## src/pl2d_pkg.sv

```systemverilog
// ----------------------------------------------------------------------------
// pl2d_pkg
// shared types and constants of the 2d pooling forward unit
// ----------------------------------------------------------------------------
`default_nettype none

package pl2d_pkg;

	localparam int PX_W   = 16;
	localparam int POS_W  = 9;
	localparam int K_W    = 5;
	localparam int IDX_W  = 8;
	localparam int CNT_W  = 10;
	localparam int QDEPTH = 4;
	localparam int QPTR_W = 2;
	localparam int ADDR_W = 5;
	localparam int DATA_W = 32;

	typedef enum logic [2:0] {
		REG_MODE,
		REG_KERNEL,
		REG_STRIDE,
		REG_HEIGHT,
		REG_WIDTH
	} reg_idx_t;

	typedef struct packed {
		logic             mode;
		logic [K_W-1:0]   k;
		logic [K_W-1:0]   s;
		logic [POS_W-1:0] h;
		logic [POS_W-1:0] w;
	} cfg_t;

	typedef struct packed {
		logic [POS_W-1:0] q;
		logic [K_W-1:0]   rem;
	} qr_t;

	typedef struct packed {
		logic signed [PX_W-1:0] px;
		logic [POS_W-1:0]       r;
		logic [POS_W-1:0]       c;
		logic [POS_W-1:0]       jlo;
		logic [POS_W-1:0]       jhi;
		logic [POS_W-1:0]       ilo;
		logic [POS_W-1:0]       ihi;
	} task_t;

	typedef enum logic [2:0] {
		B_IDLE,
		B_ADDR,
		B_UPD,
		B_DIV,
		B_EMIT
	} back_state_t;

endpackage

`default_nettype wire

```

## src/pl2d_queue.sv

```systemverilog
// ----------------------------------------------------------------------------
// pl2d_queue
// short task queue between the front and the back
// ----------------------------------------------------------------------------
`default_nettype none

module pl2d_queue import pl2d_pkg::*; (
	input  wire logic  clk,
	input  wire logic  arst_n,
	input  wire logic  push,
	input  wire task_t push_task,
	input  wire logic  pop,
	output task_t      head,
	output logic       full,
	output logic       empty
);

	task_t               entry_q [QDEPTH];
	logic [QPTR_W-1:0]   wr_q, rd_q;
	logic [QPTR_W:0]     count_q;

	assign full  = count_q == (QPTR_W+1)'(QDEPTH);
	assign empty = count_q == '0;
	assign head  = entry_q[rd_q];

	always_ff @(posedge clk) begin
		if (push) begin
			entry_q[wr_q] <= push_task;
		end
	end

	always_ff @(posedge clk or negedge arst_n) begin
		if (!arst_n) begin
			wr_q    <= '0;
			rd_q    <= '0;
			count_q <= '0;
		end else begin
			if (push) begin
				wr_q <= wr_q + QPTR_W'(1);
			end
			if (pop) begin
				rd_q <= rd_q + QPTR_W'(1);
			end
			if (push && !pop) begin
				count_q <= count_q + (QPTR_W+1)'(1);
			end else if (pop && !push) begin
				count_q <= count_q - (QPTR_W+1)'(1);
			end
		end
	end

endmodule

`default_nettype wire

```

## config.mk

```make
export PLATFORM = sky130hd
export DESIGN_NAME = pl2d_queue
export DESIGN_NICKNAME = d
export VERILOG_FILES = /design/src/pl2d_pkg.sv /design/src/pl2d_queue.sv
export SDC_FILE = /design/constraint.sdc
export NUM_CORES = 1
export LEC_CHECK = 0
export BUFFER_PORTS_ARGS = -buffer_cell sky130_fd_sc_hd__buf_4
export CAP_MARGIN = 20
export CORE_MARGIN = 2
export CORE_UTILIZATION = 57
export DETAILED_ROUTE_END_ITERATION = 6
export PLACE_DENSITY = 0.76
export SYNTH_ARGS = -nofsm -noshare
export SYNTH_HDL_FRONTEND = slang
export SYNTH_SLANG_ARGS = --single-unit
```

## constraint.sdc

```tcl
create_clock -name clk -period 3.3 [get_ports clk]
set_clock_uncertainty 0.1 [all_clocks]
set_input_delay 0.165 -clock clk [delete_from_list [all_inputs] [get_ports clk]]
set_output_delay 0.165 -clock clk [all_outputs]
set_load 0.005 [all_outputs]
```

==> flow_summary.toml, run 1 <==
[layout]
final_nets = 721
diodes = 0
final_cell_area_um2 = 13600
area_growth_pct = 28.9
drive_gt1_share_pct = 41.3
fillers = 967

[clock_network]
clkLatencyLatePin_ps = 520
clockBufferDepth = 3
clock-sinks = 287
cts_made_buffers = 28
cts_setup_buffers = 0
h-tree-depth = 1
ctsHoldBuffers = 74
cts_tree = "done"
cts_resized = 0
clkTransAtPathRegs_ps = 60
cts-root-buf = "clkbuf_16"

[routing]
viasPerCell = 5.60
firstDrtPassIters = 4
vias = 4999
routedWlPerCell_um = 21.6
drc_errors = 0
first_iter_violations = 266
wl_um = 19200
antenna_left = 0

[pwr]
internal_power_mw = 8.60
combinationalPowerShare_pct = 27.1
leakage_nw = 4.76
seq_power_share_pct = 44.6
p_sw_mw = 2.99
swShare_pct = 25.8
p_per_area_nw_per_um2 = 851
peakVddDrop_v = 0.000612
p_clk_share_pct = 28.3

[sta]
finalHoldViolCount = 0
min_period_over_period_pct = 81.6
relSlewSlack_pct = 54.0
setup_slack_ps = 607
max_freq_mhz = 371
worst_slew_pin_slew_ps = 691
maxSlewViolCount = 0
tns_ps = 0
rsz0062_at_grt = "false"
finalSetupViolCount = 0
period_needed_ps = 2690

[logic_synthesis]
ys_types = 20
seq_area_frac_synth_pct = 81.2
avgSynthCellArea_um2 = 26.4
synth_edf_count = 280
synth_warnings = 0
synthArstFlopShare_pct = 2.44
ys_top_cells_by_area = "edfxtp_1 80%, mux4_2 14%, dfrtp_1 1.7%, buf_12 1.3%, ha_1 0.59%"
synth_top_area_share_pct = 79.5
netlist_instances = 400
synthFlopType = "edfxtp_1"
yosys.area.top_type = "edfxtp_1"
ys_top_cells_by_count = "280 x edfxtp_1, 68 x mux4_2, 7 x buf_12, 7 x buf_2, 7 x dfrtp_1"
netlist_area_um2 = 10600
synth_seq_cells = 287
synth_most_common_cell = "edfxtp_1"
synth_nets = 480

[floorplan]
core_area_um2 = 18100
core.rowCount = 49
die_w_um = 140
start_util_pct = 58.5
die_h_um = 140
dieArea_um2 = 19700
pin_count = 146

[setup_path]
cp_slowest_stage_delay_ps = 840
crit_type = "flip-flop to primary output"
crit_top_cell = "buf_4"
cp_slowest_cell = "dfrtp_4"
cp-start-kind = "flip-flop"
end_kind = "primary output"
arrival_ps = 2430
crit_required_ps = 3030
path_cells = "buf_4, mux4_2, buf_4"
cp_max_fo = 31

[placed_design]
hpwl_um = 10700
pre_cts_slack_ps = 1100
dpl-instance-area_um2 = 11900
portBuffers = 145
gp_congestion = 0.698

[global_route]
grt_pass1_wl_um = 30200
gr-usage-met3_pct = 5.06
grt_pass1_vias = 5547
grt_most_used_layer = "met2"
gr-usage-met1_pct = 26.1
antenna_found_initial = 0
grt_usage_pct = 20.1
overflow = 0
grt_util_met2_pct = 34.8
grt_max_degree = 45

[run]
max-cap-violations = 0

[hold_path]
hp-class = "input port to flip-flop"

[status]
outcome = "finished, final reports clean"
==> flip-flops by register name, indices dropped and copies added, names as in the netlist <==
name / cells
count_q: 3
entry_q: 280
wr_q: 2
rd_q: 2
==> cells in the final DEF (no fill, tap or decap), types with 2 or more instances in the layout <==
master	count
edfxtp_1	280
buf_4	147
dlygate4sd3_1	74
mux4_2	68
clkbuf_16	29
clkinv_2	7
buf_12	6
ha_1	5
bufinv_16	5
dfrtp_1	5
inv_1	4
and2_4	4
xor2_1	4
clkinvlp_4	4
clkbuf_1	4
mux4_1	2
xnor2_1	2
nand2_1	2
clkinv_1	2
dfrtp_4	2
==> metrics by stage <==
stage          cells  hold slack (ps)  total power, mW  utilization [%]
4_1_cts          892              254             11.7             75.3
3_5_place_dp     766             -116             8.37             65.9
3_3_place_gp     766             -122             8.29             65.9
5_1_grt          892              270             12.1             75.3
6_report         892              284             11.6             75.3
2_1_floorplan    400             -231             6.98                -
==> power by group through the flow <==
stage	clock (mW)	sequential [mW]	combinational, mW
final	3.28	5.17	3.14
after global routing	3.48	5.26	3.38
after CTS	3.33	5.19	3.19
after detailed placement	0	5.27	3.10
after global placement	0	5.22	3.07
after floorplan	0	4.99	2.00
==> cell families after synthesis <==
group / count (synthesis) / share of synthesized area (%)
fa+ha+maj: 6 / 0.781
compound gates: 1 / 0.0473
buf+inv: 20 / 1.94
xor+xnor: 6 / 0.497
flops: 287 / 81.2
simple gates: 9 / 0.461
mux: 71 / 15.1
==> area by class of cell <==
type                            instances  area (µm²)  area share [%]
Clock buffer                           33         741            5.44
Clock inverter                         19         231            1.70
Inverter                                4        15.0           0.110
Multi-Input combinational cell         93        1790            13.2
Sequential cell                       287        8590            63.1
Tap cell                              229         287            2.10
Timing Repair Buffer                  227        1960            14.4
==> critical path, delay by kind of cell (launching register included) <==
| kind | cells | cell delay [ps] |
|---|---|---|
| buf+inv | 2 | 510 |
| mux | 1 | 540 |
| flops | 1 | 840 |
==> worst paths after layout <==
path	startpoint	end	slack [ps]	depth (start not counted)
max	rd_q[0]	head[19]	610	3
min	push_task[47]	entry_q[2][47]	280	2
max reg2reg	wr_q[0]	entry_q[2][25]	1410	4
min reg2reg	count_q[2]	count_q[2]	410	1
max in group asynchronous	arst_n	rd_q[0]	2330	3
min in group asynchronous	arst_n	count_q[1]	500	3
==> routing by layer <==
| metal | vias up | wire length, µm |
|---|---|---|
| li1 | 2191 | - |
| met1 | 2616 | 7650 |
| met2 | 167 | 10000 |
| met3 | 25 | 1230 |
| met4 | 0 | 312 |
| met5 | - | 0 |
Note: power is estimated with default switching activity, not from simulation.
==> run 2, diff against run 1 <==
--- a/config.mk
+++ b/config.mk
@@ -8,9 +8,9 @@
 export BUFFER_PORTS_ARGS = -buffer_cell sky130_fd_sc_hd__buf_4
 export CAP_MARGIN = 20
 export CORE_MARGIN = 2
-export CORE_UTILIZATION = 57
+export CORE_UTILIZATION = 51
 export DETAILED_ROUTE_END_ITERATION = 6
-export PLACE_DENSITY = 0.76
+export PLACE_DENSITY = 0.72
 export SYNTH_ARGS = -nofsm -noshare
 export SYNTH_HDL_FRONTEND = slang
 export SYNTH_SLANG_ARGS = --single-unit
==> constraint.sdc (replaced) <==
create_clock -name clk -period 2.2 [get_ports clk]
set_clock_uncertainty 0.1 [all_clocks]
set_input_delay 0.11 -clock clk [delete_from_list [all_inputs] [get_ports clk]]
set_output_delay 0.11 -clock clk [all_outputs]
set_load 0.005 [all_outputs]
==> flow_summary.toml, run 2 (same netlist as run 1, synthesis figures left out) <==
[placed_design]
gp_congestion = 0.683
dpl-instance-area_um2 = 12100
hpwl_um = 11400
pre_cts_slack_ps = 326
portBuffers = 145

[layout]
final_cell_mix = "280 x edfxtp_1, 108 x buf_4, 74 x dlygate4sd3_1"
reg.largest.list = "entry_q (280), count_q (3)"
mostFrequentLayoutCell = "edfxtp_1"
final_cell_area_um2 = 14100
final_nets = 743
largest_reg_flops = 280
max_flop_register = "entry_q"
area_growth_pct = 33.7
drive_gt1_share_pct = 42.5

[routing]
wl_um = 20400
vias = 5086
first_iter_violations = 292
routedWlPerCell_um = 21.4
firstDrtPassIters = 4
viasPerCell = 5.32
drc_errors = 0
antenna_left = 0

[sta]
maxSlewViolCount = 0
rsz0062_at_grt = "true"
relSlewSlack_pct = 76.9
min_period_over_period_pct = 98.7
finalHoldViolCount = 0
worst_slew_pin_slew_ps = 345
period_needed_ps = 2170
max_freq_mhz = 460
finalSetupViolCount = 0
setup_slack_ps = 28.0

[setup_path]
critPathCapture = "head[30]"
r2r-start = "wr_q[1]"
r2r_end = "entry_q[1][15]"
cp-start-kind = "flip-flop"
crit_type = "flip-flop to primary output"
cp-startpoint = "rd_q[0]"
r2r_cells = 4
end_kind = "primary output"
arrival_ps = 1960
rrSetupSlack_ps = 680
cp_max_fo = 7
crit_required_ps = 1990

[clock_network]
clockBufferDepth = 3
cts_made_buffers = 29
clock-sinks = 287
cts-root-buf = "clkbuf_16"
h-tree-depth = 1
cts_tree = "done"
clkTransAtPathRegs_ps = 60
clkLatencyLatePin_ps = 540

[pwr]
p_per_area_nw_per_um2 = 1290
peakVddDrop_v = 0.00103
leakage_nw = 4.96

[global_route]
overflow = 0
antenna_found_initial = 0
grt_usage_pct = 18.7
grt_pass1_vias = 5454
grt_max_degree = 39
grt_pass1_wl_um = 30900

[floorplan]
core_area_um2 = 20300
die_w_um = 148
die_h_um = 148
start_util_pct = 52.1
dieArea_um2 = 21900
pin_count = 146
core.rowCount = 52

[run]
max-cap-violations = 0

[status]
outcome = "finished, final reports clean"

[hold_path]
hp-class = "input port to flip-flop"
run 2: stage by stage:
step	setup TNS, ps	util (%)	cells	hold slack (ps)	power (mW)
after floorplan	0	-	400	-286	10.4
after global placement	0	59.7	815	-174	12.7
after detailed placement	0	59.7	815	-171	12.8
after CTS	-128	68.3	952	193	17.8
after global routing	-704	69.6	955	213	19.1
final	0	69.6	956	219	18.2
run 2: power breakdown:
| group | switching, mW | total (mW) | internal [mW] |
|---|---|---|---|
| registers | 0.345 | 7.50 | 7.16 |
| clock network | 1.92 | 4.56 | 2.64 |
| logic | 2.52 | 6.16 | 3.64 |
| total | 4.78 | 18.2 | 13.4 |
run 2: final cells by class:
| cell class | count | area (µm²) |
|---|---|---|
| timing repair buffer | 248 | 2500 |
| antenna | 1 | 2.50 |
| clock buffer | 34 | 744 |
| sequential | 287 | 8590 |
| inverter | 4 | 15.0 |
| fill | 1245 | 6170 |
| multi-input combinational | 93 | 1790 |
| tap | 270 | 338 |
| clock inverter | 19 | 145 |
run 2: layer usage:
| metal | part of all wire, % | global-route usage [%] | vias to the layer above |
|---|---|---|---|
| met5 | 0 | 0 | - |
| met4 | 2.5 | 5.52 | 0 |
| met3 | 7.4 | 4.57 | 39 |
| met2 | 51 | 32.1 | 186 |
| met1 | 39 | 24.0 | 2624 |
| li1 | - | - | 2237 |
run 2: worst min path at each step:
stage                              from        endpoint  slack (ps)  depth (start not counted)
after CTS                 push_task[47]  entry_q[0][47]         190                          2
after floorplan                  arst_n      count_q[0]        -290                          0
after detailed placement         arst_n      count_q[2]        -170                          1
final                     push_task[42]  entry_q[2][42]         220                          2
after global routing      push_task[55]  entry_q[1][55]         210                          2
after global placement           arst_n      count_q[1]        -170                          1
run 2: timing repair:
action | 4_1_cts | 5_1_grt
cloned | 1 | 3
hold endpoints to repair | 292 | 0
pin swaps | 0 | 0
endpoints found under the setup margin | 70 | 50
resized for setup | 3 | 50
setup buffers | 9 | 0
hold buffers | 74 | 0
run 2: critical path, stage by stage, from the launching register on:
cell	delay (ps)
dfrtp_4	470
buf_6	140
clkbuf_16	160
mux4_2	530
buf_6	140
