$ cat src/pl2d_pkg.sv
// ----------------------------------------------------------------------------
// pl2d_pkg
// shared types and constants of the 2d pooling forward unit
// ----------------------------------------------------------------------------
`default_nettype none

package pl2d_pkg;

	localparam int PX_W   = 16;
	localparam int POS_W  = 9;
	localparam int K_W    = 5;
	localparam int IDX_W  = 8;
	localparam int CNT_W  = 10;
	localparam int QDEPTH = 4;
	localparam int QPTR_W = 2;
	localparam int ADDR_W = 5;
	localparam int DATA_W = 32;

	typedef enum logic [2:0] {
		REG_MODE,
		REG_KERNEL,
		REG_STRIDE,
		REG_HEIGHT,
		REG_WIDTH
	} reg_idx_t;

	typedef struct packed {
		logic             mode;
		logic [K_W-1:0]   k;
		logic [K_W-1:0]   s;
		logic [POS_W-1:0] h;
		logic [POS_W-1:0] w;
	} cfg_t;

	typedef struct packed {
		logic [POS_W-1:0] q;
		logic [K_W-1:0]   rem;
	} qr_t;

	typedef struct packed {
		logic signed [PX_W-1:0] px;
		logic [POS_W-1:0]       r;
		logic [POS_W-1:0]       c;
		logic [POS_W-1:0]       jlo;
		logic [POS_W-1:0]       jhi;
		logic [POS_W-1:0]       ilo;
		logic [POS_W-1:0]       ihi;
	} task_t;

	typedef enum logic [2:0] {
		B_IDLE,
		B_ADDR,
		B_UPD,
		B_DIV,
		B_EMIT
	} back_state_t;

endpackage

`default_nettype wire

$ cat src/pl2d_front.sv
// ----------------------------------------------------------------------------
// pl2d_front
// tracks the pixel position and the range of windows covering each pixel
// ----------------------------------------------------------------------------
`default_nettype none

module pl2d_front import pl2d_pkg::*; (
	input  wire logic                   clk,
	input  wire logic                   arst_n,
	input  wire cfg_t                   cfg,
	input  wire logic                   cfg_wr,
	input  wire logic signed [PX_W-1:0] pixel,
	input  wire logic                   pixel_valid,
	output logic                        pixel_stall,
	input  wire logic                   q_full,
	output logic                        push,
	output task_t                       push_task
);

	logic [POS_W-1:0] r_q, c_q, r_nx, c_nx;
	qr_t rhi_q, rlo_q, chi_q, clo_q;
	logic accept, c_wrap, r_wrap;

	function automatic qr_t qr_step(qr_t cur, logic [K_W-1:0] s);
		qr_t res;
		if ((cur.rem + K_W'(1)) == s) begin
			res.q   = cur.q + POS_W'(1);
			res.rem = '0;
		end else begin
			res.q   = cur.q;
			res.rem = cur.rem + K_W'(1);
		end
		return res;
	endfunction

	function automatic qr_t lo_step(logic [POS_W-1:0] pos, logic [K_W-1:0] k,
			logic [K_W-1:0] s, qr_t cur);
		qr_t res;
		res = '0;
		if (pos == POS_W'(k)) begin
			res.q = POS_W'(1);
		end else if (pos > POS_W'(k)) begin
			res = qr_step(cur, s);
		end
		return res;
	endfunction

	assign accept      = pixel_valid && !q_full;
	assign pixel_stall = q_full;
	assign c_wrap      = ({1'b0, c_q} + (POS_W+1)'(1)) == {1'b0, cfg.w};
	assign r_wrap      = ({1'b0, r_q} + (POS_W+1)'(1)) == {1'b0, cfg.h};
	assign c_nx        = c_wrap ? '0 : c_q + POS_W'(1);
	assign r_nx        = r_wrap ? '0 : r_q + POS_W'(1);

	always_comb begin
		push_task.px  = pixel;
		push_task.r   = r_q;
		push_task.c   = c_q;
		push_task.jlo = rlo_q.q;
		push_task.jhi = rhi_q.q;
		push_task.ilo = clo_q.q;
		push_task.ihi = chi_q.q;
		push = accept && (rlo_q.q <= rhi_q.q) && (clo_q.q <= chi_q.q);
	end

	always_ff @(posedge clk or negedge arst_n) begin
		if (!arst_n) begin
			r_q   <= '0;
			c_q   <= '0;
			rhi_q <= '0;
			rlo_q <= '0;
			chi_q <= '0;
			clo_q <= '0;
		end else if (cfg_wr) begin
			r_q   <= '0;
			c_q   <= '0;
			rhi_q <= '0;
			rlo_q <= '0;
			chi_q <= '0;
			clo_q <= '0;
		end else if (accept) begin
			c_q <= c_nx;
			if (c_wrap) begin
				chi_q <= '0;
				clo_q <= '0;
				r_q   <= r_nx;
				if (r_wrap) begin
					rhi_q <= '0;
					rlo_q <= '0;
				end else begin
					rhi_q <= qr_step(rhi_q, cfg.s);
					rlo_q <= lo_step(r_nx, cfg.k, cfg.s, rlo_q);
				end
			end else begin
				chi_q <= qr_step(chi_q, cfg.s);
				clo_q <= lo_step(c_nx, cfg.k, cfg.s, clo_q);
			end
		end
	end

endmodule

`default_nettype wire

$ cat config.mk
export PLATFORM = sky130hd
export DESIGN_NAME = pl2d_front
export DESIGN_NICKNAME = d
export VERILOG_FILES = /design/src/pl2d_pkg.sv /design/src/pl2d_front.sv
export SDC_FILE = /design/constraint.sdc
export NUM_CORES = 1
export LEC_CHECK = 0
export BUFFER_PORTS_ARGS = -buffer_cell sky130_fd_sc_hd__buf_4
export CELL_PAD_IN_SITES_DETAIL_PLACEMENT = 0
export CELL_PAD_IN_SITES_GLOBAL_PLACEMENT = 2
export CORE_ASPECT_RATIO = 0.6
export CORE_MARGIN = 2
export CORE_UTILIZATION = 34
export CTS_CLUSTER_SIZE = 20
export DETAILED_ROUTE_END_ITERATION = 7
export PLACE_DENSITY = 0.91
export SYNTH_ARGS = -nofsm -noshare
export SYNTH_HDL_FRONTEND = slang
export SYNTH_SLANG_ARGS = --single-unit
$ cat constraint.sdc
create_clock -name clk -period 5.4 [get_ports clk]
set_clock_uncertainty 0.2 [all_clocks]
set_input_delay 0.54 -clock clk [delete_from_list [all_inputs] [get_ports clk]]
set_output_delay 0.54 -clock clk [all_outputs]
set_load 0.05 [all_outputs]
==> results of run 1 <==
==> per-layer routing <==
layer,part of all wire,GRT usage,vias up
li1,-,-,2681
met1,0.57,0.277,2494
met2,0.38,0.231,116
met3,0.042,0.0331,11
met4,0.0061,0.0311,0
met5,0,0,-
==> registers in the layout (all words and copies together) (netlist names) <==
name,cells
push_task,36
c_q,9
r_q,9
chi_q,5
clo_q,5
rhi_q,5
rlo_q,5
==> area by class of cell <==
class                           count  area (sq um)  area share
Sequential cell                    74          1850       0.260
Multi-Input combinational cell    543          3780       0.531
Clock buffer                        9           225      0.0317
Tap cell                          240           300      0.0422
Inverter                           35           131      0.0185
Clock inverter                      7          83.8      0.0118
Timing Repair Buffer               99           743       0.104
==> synthesized netlist by cell type (all sizes together) (3+ instances only) <==
cell type  instances
o22ai              5
or2                7
nand3b             3
nand2b            16
or4                5
nand4             11
and2               7
a211o              3
a22o               8
inv               35
nand2             50
a221o              4
o21a               7
xnor2             34
clkbuf            16
nor4               8
dfrtp             74
nor3              25
a21oi             24
o211ai            10
buf               68
nor2b             17
a31oi             10
a311oi             5
a2111oi            9
o21ai             43
mux2i             10
ha                38
a2bb2oi            3
xor2              22
nand3             48
and3              21
a211oi             7
a21o              15
nor2              39
==> power by group through the flow <==
stage          clock, mW  sequential (mW)  combinational [mW]
5_1_grt            0.674            0.572               0.190
6_report           0.637            0.571               0.172
3_3_place_gp           0            0.581               0.171
2_1_floorplan          0            0.581               0.137
4_1_cts            0.654            0.571               0.173
3_5_place_dp           0            0.581               0.172
==> worst min path at each step <==
stage,end,depth (start not counted),startpoint
2_1_floorplan,c_q[0],0,arst_n
3_3_place_gp,rhi_q[4],2,rhi_q[4]
3_5_place_dp,clo_q[1],2,clo_q[1]
4_1_cts,push_task[6],1,arst_n
5_1_grt,push_task[6],1,arst_n
6_report,push_task[6],1,arst_n
==> cells by family after synthesis <==
group | synth area share
and+or+nand+nor | 0.223
muxes | 0.0194
AOI/OAI and AO/OA | 0.194
DFF | 0.292
buffers and inverters | 0.111
xor gates and xnor gates | 0.0847
adders and majority gates | 0.0751
==> impl_metrics.json, run 1 <==
{
  "hold_viol": 0,
  "dieArea_sq_um": 19800,
  "hpwl_microns": 12400,
  "synthArstFlopShare": 1.00,
  "die_y_microns": 110,
  "root_buffer": "clkbuf_16",
  "fp-row-count": 38,
  "drc": 0,
  "ys_seq_area_frac": 0.292,
  "reg2reg_setup_slack_ns": 0.57,
  "cts_made_buffers": 9,
  "fin_ws_ns": 0.565,
  "core_area_sq_um": 18200,
  "path_depth": 16,
  "final_cells": 1007,
  "r2r_start": "c_q[0]",
  "dpl-instance-area_sq_um": 6800,
  "final_area_sq_um": 7110,
  "vias": 5302,
  "clkTransAtPathRegs_ns": 0.07,
  "clkPwrFrac": 0.462,
  "cts_sinks": 74,
  "clock.fmax_ghz": 0.207,
  "overflow": 0,
  "required_ns": 5.42,
  "area_delta_synth_final_pct": 12.3,
  "worst_ir_drop_vdd_uv": 131,
  "slew_headroom": 0.322,
  "fin_crit_ns": 4.83,
  "timing.critical_path.buf_inv": 2,
  "postSynthCellCount": 736,
  "cpLargestDelayFamily": "simple AND/OR/NAND/NOR gates",
  "p_per_area_nw_per_um2": 194,
  "final_cell_mix": "buf_4 (99), dfrtp_1 (74), nand2_1 (50)",
  "yosys.area.top_type": "dfrtp_1",
  "slowest_stage": "dfrtp_1",
  "yosys-top-cells-area": "dfrtp_1 (29%), ha_1 (7.5%), buf_4 (6.6%)",
  "critPathCaptureType": "flop",
  "synth_nets": 824,
  "setup_tns_ns": 0,
  "cts_resized": 0,
  "first_iter_violations": 300,
  "place_congestion": 0.783,
  "cts_setup_buffers": 0,
  "die_w_microns": 180,
  "status": "complete, no violations",
  "grt_pass1_wl_microns": 27100,
  "critPathMaxFanout": 9,
  "syn_area_sq_um": 6330,
  "drt-vias-per-instance": 5.27,
  "drt-total-wl_microns": 16600,
  "place_inst": 991,
  "crit_path_start": "c_q[0]",
  "yosys_warnings": 0,
  "final_util": 0.392,
  "maxCapViolations": 0,
  "synthFlopType": "dfrtp_1",
  "r2r_cells": 16,
  "portBuffers": 88,
  "synth_edf_count": 0,
  "layout_commonest_cell": "buf_4",
  "slowest_delay_ns": 0.49,
  "cts.path.max_buffers": 2,
  "place_ws_ns": 0.625,
  "finalSetupViolations": 0,
  "cp-start-kind": "flop",
  "cp_cell_sequence": "ha_1 > and2_1 > a21o_1 > a2111o_1 > or4_4 > nor2_1 > buf_4 > nor2_1 > ha_1 > a21oi_1 > o21ai_0 > a21boi_0 > buf_4 > a2111oi_4 > or2_0 > a221o_1",
  "antenna_found_initial": 0,
  "grt_use_total": 0.172,
  "path_class": "reg2reg",
  "ant_nets": 0,
  "yosys.cell_types.count": 74,
  "sw_frac_of_total": 0.279,
  "nets": 850,
  "hold_buffers": 0,
  "first_pass_iters": 5,
  "rsz0062_at_grt": "false",
  "wire_per_inst_microns": 16.5,
  "p_leak_nw": 3.18,
  "combPwrFrac": 0.125,
  "start_util": 0.349,
  "crit_path_end": "push_task[15]",
  "diodes": 0,
  "fin_hold_ws_ns": 0.180,
  "synth.top_cell.area_share": 0.292,
  "num_io_pins": 122,
  "synth.avg_cell_area_sq_um": 8.61,
  "arrival_ns": 4.86,
  "grt_pass1_vias": 4946,
  "grt_max_degree": 75,
  "fin_total_pwr_mw": 1.38,
  "clk_latency_ns": 0.34,
  "hold_path_class": "in2async",
  "ys_seq_elements": 74,
  "fin_crit_sh": 0.895,
  "r2r_end": "push_task[15]",
  "htreeDepth": 3,
  "internal_power_uw": 994,
  "drive_gt1_frac": 0.183,
  "power_switching_uw": 385,
  "sequentialPowerShare": 0.414,
  "drv_slew": 0,
  "nFillCells": 1862,
  "cts_tree": "done",
  "worst_slew_pin_slew_ns": 1.02
}
No activity file was read; power rests on OpenSTA's default activity.
==> inputs of run 2 (changes only) <==
REMOVE_ABC_BUFFERS = 1   (was default)
==> run 2 against run 1 <==
- fmax fell by 1.2%
- sequential share of layout area barely moved
- worst setup slack got worse by 0.057 ns
- total power fell by 0.54%
- register-to-register slack got worse by 0.06 ns
- hold slack got worse by 0.026 ns
- final cell count did not move
- highest routed layer unchanged
==> impl_metrics.json, run 2 (same netlist as run 1, synthesis figures left out) <==
{
  "status": "complete, no violations",
  "portBuffers": 88,
  "worst_ir_drop_vdd_uv": 141,
  "num_io_pins": 122,
  "cp_cell_sequence": "ha_1 > and2_1 > a21o_1 > a2111o_1 > or4_4 > nor2_1 > nor2_1 > ha_1 > a21oi_1 > o21a_1 > o21ai_0 > a21boi_0 > buf_4 > a2111oi_4 > or2_0 > a221o_1",
  "antenna_found_initial": 0,
  "cts.path.max_buffers": 2,
  "hpwl_microns": 12600,
  "slowest_stage": "or4_4",
  "grt_pass1_wl_microns": 27200,
  "start_util": 0.349,
  "cts_made_buffers": 9,
  "diodes": 0,
  "fin_crit_ns": 4.89,
  "p_per_area_nw_per_um2": 193,
  "combPwrFrac": 0.124,
  "drt-vias-per-instance": 5.31,
  "power_switching_uw": 374,
  "first_iter_violations": 357,
  "first_pass_iters": 5,
  "place_congestion": 0.784,
  "cts_sinks": 74,
  "fp-row-count": 38,
  "cpLargestDelayFamily": "compound AO/OA/AOI/OAI gates",
  "layout_commonest_cell": "buf_4",
  "grt_max_degree": 75,
  "ant_nets": 0,
  "htreeDepth": 3,
  "fin_total_pwr_mw": 1.37,
  "grt_use_total": 0.173,
  "nFillCells": 1857,
  "p_leak_nw": 3.17,
  "clock.fmax_ghz": 0.204,
  "drive_gt1_frac": 0.183,
  "r2r_start": "c_q[0]",
  "worst_slew_pin_slew_ns": 1.02,
  "hold_viol": 0,
  "drt-total-wl_microns": 16800,
  "path_class": "reg2reg",
  "cts_tree": "done",
  "wire_per_inst_microns": 16.6,
  "nets": 850,
  "drc": 0,
  "critPathMaxFanout": 9,
  "drv_slew": 0,
  "grt_pass1_vias": 4969,
  "root_buffer": "clkbuf_16",
  "clkTransAtPathRegs_ns": 0.06,
  "slew_headroom": 0.319,
  "die_y_microns": 110,
  "cts_setup_buffers": 0,
  "maxCapViolations": 0,
  "hold_path_class": "in2async",
  "arrival_ns": 4.91,
  "critPathCaptureType": "flop",
  "fin_crit_sh": 0.906,
  "required_ns": 5.42,
  "core_area_sq_um": 18200,
  "vias": 5352,
  "dieArea_sq_um": 19800,
  "sequentialPowerShare": 0.416,
  "setup_tns_ns": 0,
  "rsz0062_at_grt": "false",
  "overflow": 0,
  "largest_register_ffs": 36,
  "die_w_microns": 180,
  "slowest_delay_ns": 0.49,
  "cts_resized": 0,
  "timing.critical_path.buf_inv": 1,
  "clk_latency_ns": 0.35,
  "fin_hold_ws_ns": 0.154,
  "final_cell_mix": "buf_4 (99), dfrtp_1 (74), nand2_1 (50)",
  "crit_path_start": "c_q[0]",
  "hold_buffers": 0,
  "cp-start-kind": "flop",
  "sw_frac_of_total": 0.273,
  "clkPwrFrac": 0.460,
  "internal_power_uw": 998,
  "finalSetupViolations": 0,
  "area_delta_synth_final_pct": 12.2
}
run 2: changes by cell type in the layout (fill, tap and decap cells not counted), sizes merged:
cell,delta
clkinv,+1
clkbuf,+1
clkinvlp,+2
inv,-4
run 2: cell type report:
| type | count | area [sq um] | share of cell area |
|---|---|---|---|
| inverter | 35 | 131 | 0.0185 |
| sequential | 74 | 1850 | 0.260 |
| multi-input combinational | 543 | 3780 | 0.531 |
| timing repair buffer | 99 | 743 | 0.105 |
| tap | 240 | 300 | 0.0422 |
| clock inverter | 6 | 66.3 | 0.00933 |
| clock buffer | 10 | 239 | 0.0336 |
run 2: path summary, 6_finish.rpt:
kind / end / slack, ns / depth (start not counted)
worst max-delay path: push_task[14] / 0.51 / 16
worst min-delay path: push_task[5] / 0.15 / 1
worst max register to register: push_task[14] / 0.51 / 16
worst min register to register: clo_q[1] / 0.30 / 2
max in group asynchronous: push_task[28] / 4.17 / 1
min in group clk: clo_q[1] / 0.30 / 2
run 2: worst reg2reg max path: cells and delay by family, from the launching register on:
kind                     cells  cell delay [ns]
AND/OR/NAND/NOR              5             1.54
adder cells (fa/ha/maj)      2             0.67
buffers and inverters        1             0.21
flip-flops                   1             0.48
AO/OA/AOI/OAI                8             1.67
run 2: per-stage QoR:
stage	setup slack (ns)	utilization	cell area (sq um)	std cells
finish	0.508	0.391	7110	1007
global route	0.174	0.391	7110	1007
CTS	0.518	0.391	7110	1007
detailed placement	0.542	0.375	6800	991
global placement	0.553	0.375	6800	991
floorplan	0.356	-	5760	652
run 2: per-layer routing:
metal	vias up	part of all wire	track usage
li1	2657	-	-
met1	2513	0.56	0.280
met2	171	0.37	0.225
met3	11	0.063	0.0424
met4	0	0.0066	0.0300
met5	-	0	0
run 2: power by group through the flow:
stage / clock network (mW) / registers [mW] / logic [mW]
2_1_floorplan: 0 / 0.588 / 0.0865
3_3_place_gp: 0 / 0.581 / 0.170
3_5_place_dp: 0 / 0.581 / 0.171
4_1_cts: 0.639 / 0.571 / 0.172
5_1_grt: 0.666 / 0.572 / 0.189
6_report: 0.631 / 0.571 / 0.170
==> inputs of run 3 (changes only) <==
CORE_UTILIZATION = 30   (was 34)
PLACE_DENSITY = 0.86   (was 0.91)
clock period = 4.4 ns   (was 5.4 ns; I/O delays follow)
==> run 3 against run 2 <==
- total power is 26% higher
- worst setup slack worse by 0.28 ns
- global-route usage is 0.89 points lower
- sequential power is 22% higher
- critical path type unchanged
==> impl_metrics.json, run 3 (same netlist as run 1, synthesis figures left out) <==
{
  "status": "complete, no violations",
  "nets": 873,
  "vias": 5410,
  "cp_cell_sequence": "ha_1 > and2_1 > a21o_1 > a2111o_1 > or4_4 > nor2_4 > nor2_1 > ha_1 > a21oi_1 > o21a_1 > o21ai_0 > a21boi_1 > buf_4 > a2111oi_4 > or2_4 > a221o_1",
  "cts_sinks": 74,
  "area_delta_synth_final_pct": 16.7,
  "overflow": 0,
  "core_area_sq_um": 20900,
  "critPathMaxFanout": 6,
  "dpl-instance-area_sq_um": 7030,
  "p_per_area_nw_per_um2": 234,
  "setup_tns_ns": 0,
  "slowest_delay_ns": 0.46,
  "hpwl_microns": 13300,
  "grt_pass1_vias": 5123,
  "drv_slew": 0,
  "antenna_found_initial": 0,
  "finalSetupViolations": 0,
  "nFillCells": 2146,
  "dieArea_sq_um": 22300,
  "place_congestion": 0.789,
  "num_io_pins": 122,
  "timing.critical_path.buf_inv": 1,
  "r2r_start": "c_q[0]",
  "r2r_cells": 16,
  "first_pass_iters": 4,
  "drc": 0,
  "required_ns": 4.43,
  "place_inst": 1053,
  "final_util": 0.354,
  "cp-start-kind": "flop",
  "fin_total_pwr_mw": 1.73,
  "fin_hold_ws_ns": 0.0838,
  "grt_pass1_wl_microns": 28400,
  "fin_crit_sh": 0.948,
  "grt_use_total": 0.164,
  "htreeDepth": 3,
  "p_leak_nw": 3.30,
  "diodes": 0,
  "die_y_microns": 117,
  "final_area_sq_um": 7390,
  "worst_ir_drop_vdd_uv": 175,
  "drt-total-wl_microns": 17700,
  "maxCapViolations": 0,
  "cpLargestDelayFamily": "compound AO/OA/AOI/OAI gates",
  "reg2reg_setup_slack_ns": 0.23,
  "drt-vias-per-instance": 5.06,
  "ant_nets": 0,
  "fin_crit_ns": 4.17,
  "largest_register_ffs": 36,
  "start_util": 0.303,
  "clkTransAtPathRegs_ns": 0.07,
  "hold_viol": 0,
  "fp-row-count": 41,
  "grt_max_degree": 75,
  "drive_gt1_frac": 0.219,
  "critPathCaptureType": "flop",
  "cts.path.max_buffers": 2,
  "arrival_ns": 4.20,
  "path_class": "reg2reg",
  "fin_ws_ns": 0.230,
  "clk_latency_ns": 0.35,
  "portBuffers": 88,
  "clock.fmax_ghz": 0.240,
  "first_iter_violations": 317,
  "hold_buffers": 0,
  "cts_made_buffers": 9,
  "slew_headroom": 0.306,
  "hold_path_class": "in2async",
  "cts_tree": "done",
  "slowest_stage": "or4_4",
  "path_common_cell": "ha_1",
  "layout_commonest_cell": "buf_4",
  "r2r_end": "push_task[15]",
  "final_cells": 1069,
  "root_buffer": "clkbuf_16",
  "final_cell_mix": "buf_4 (122), dfrtp_1 (73), nand2_1 (50)",
  "place_ws_ns": -0.0313,
  "worst_slew_pin_slew_ns": 1.04,
  "die_w_microns": 192,
  "rsz0062_at_grt": "false",
  "cts_setup_buffers": 0,
  "wire_per_inst_microns": 16.5
}
## run 3: how the worst max path moves through the flow
stage,start,to,slack (ns),depth (start not counted)
finish,c_q[0],push_task[15],0.23,16
global route,c_q[0],push_task[15],0.002,17
global placement,c_q[0],push_task[15],-0.01,16
detailed placement,c_q[0],push_task[15],-0.03,16
floorplan,c_q[0],push_task[14],-0.64,15
CTS,c_q[0],push_task[15],0.04,16
## run 3: area by class of cell
cell class / instances / area [sq um] / share of cell area
clock buffers: 9 / 225 / 0.0305
well taps: 279 / 349 / 0.0472
flip-flops and latches: 74 / 1850 / 0.251
inverters: 35 / 131 / 0.0178
multi-input cells: 543 / 3820 / 0.517
clock inverters: 7 / 93.8 / 0.0127
repair buffers: 122 / 916 / 0.124
## run 3: power breakdown
part	switching (mW)	internal [mW]
sequential	0.0107	0.688
clock	0.315	0.496
combinational	0.133	0.0861
total	0.458	1.27
## run 3: routing by layer
metal	global-route usage	wire length, microns	up-vias
met5	0	0	-
met4	0.0256	82	0
met3	0.0451	880	6
met2	0.219	6660	134
met1	0.259	10000	2555
li1	-	-	2715
## run 3: worst register-to-register path, stage by stage (launching register included)
cell	delay (ns)
dfrtp_1	0.38
ha_1	0.27
and2_1	0.19
a21o_1	0.15
a2111o_1	0.45
or4_4	0.46
nor2_4	0.18
nor2_1	0.06
ha_1	0.30
a21oi_1	0.15
o21a_1	0.14
o21ai_0	0.07
a21boi_1	0.20
buf_4	0.18
a2111oi_4	0.05
or2_4	0.27
a221o_1	0.35
## run 3: timing repair
action                                  CTS  global route
endpoints found under the setup margin    5            23
gates resized for setup                   1            12
gates cloned                              0             0
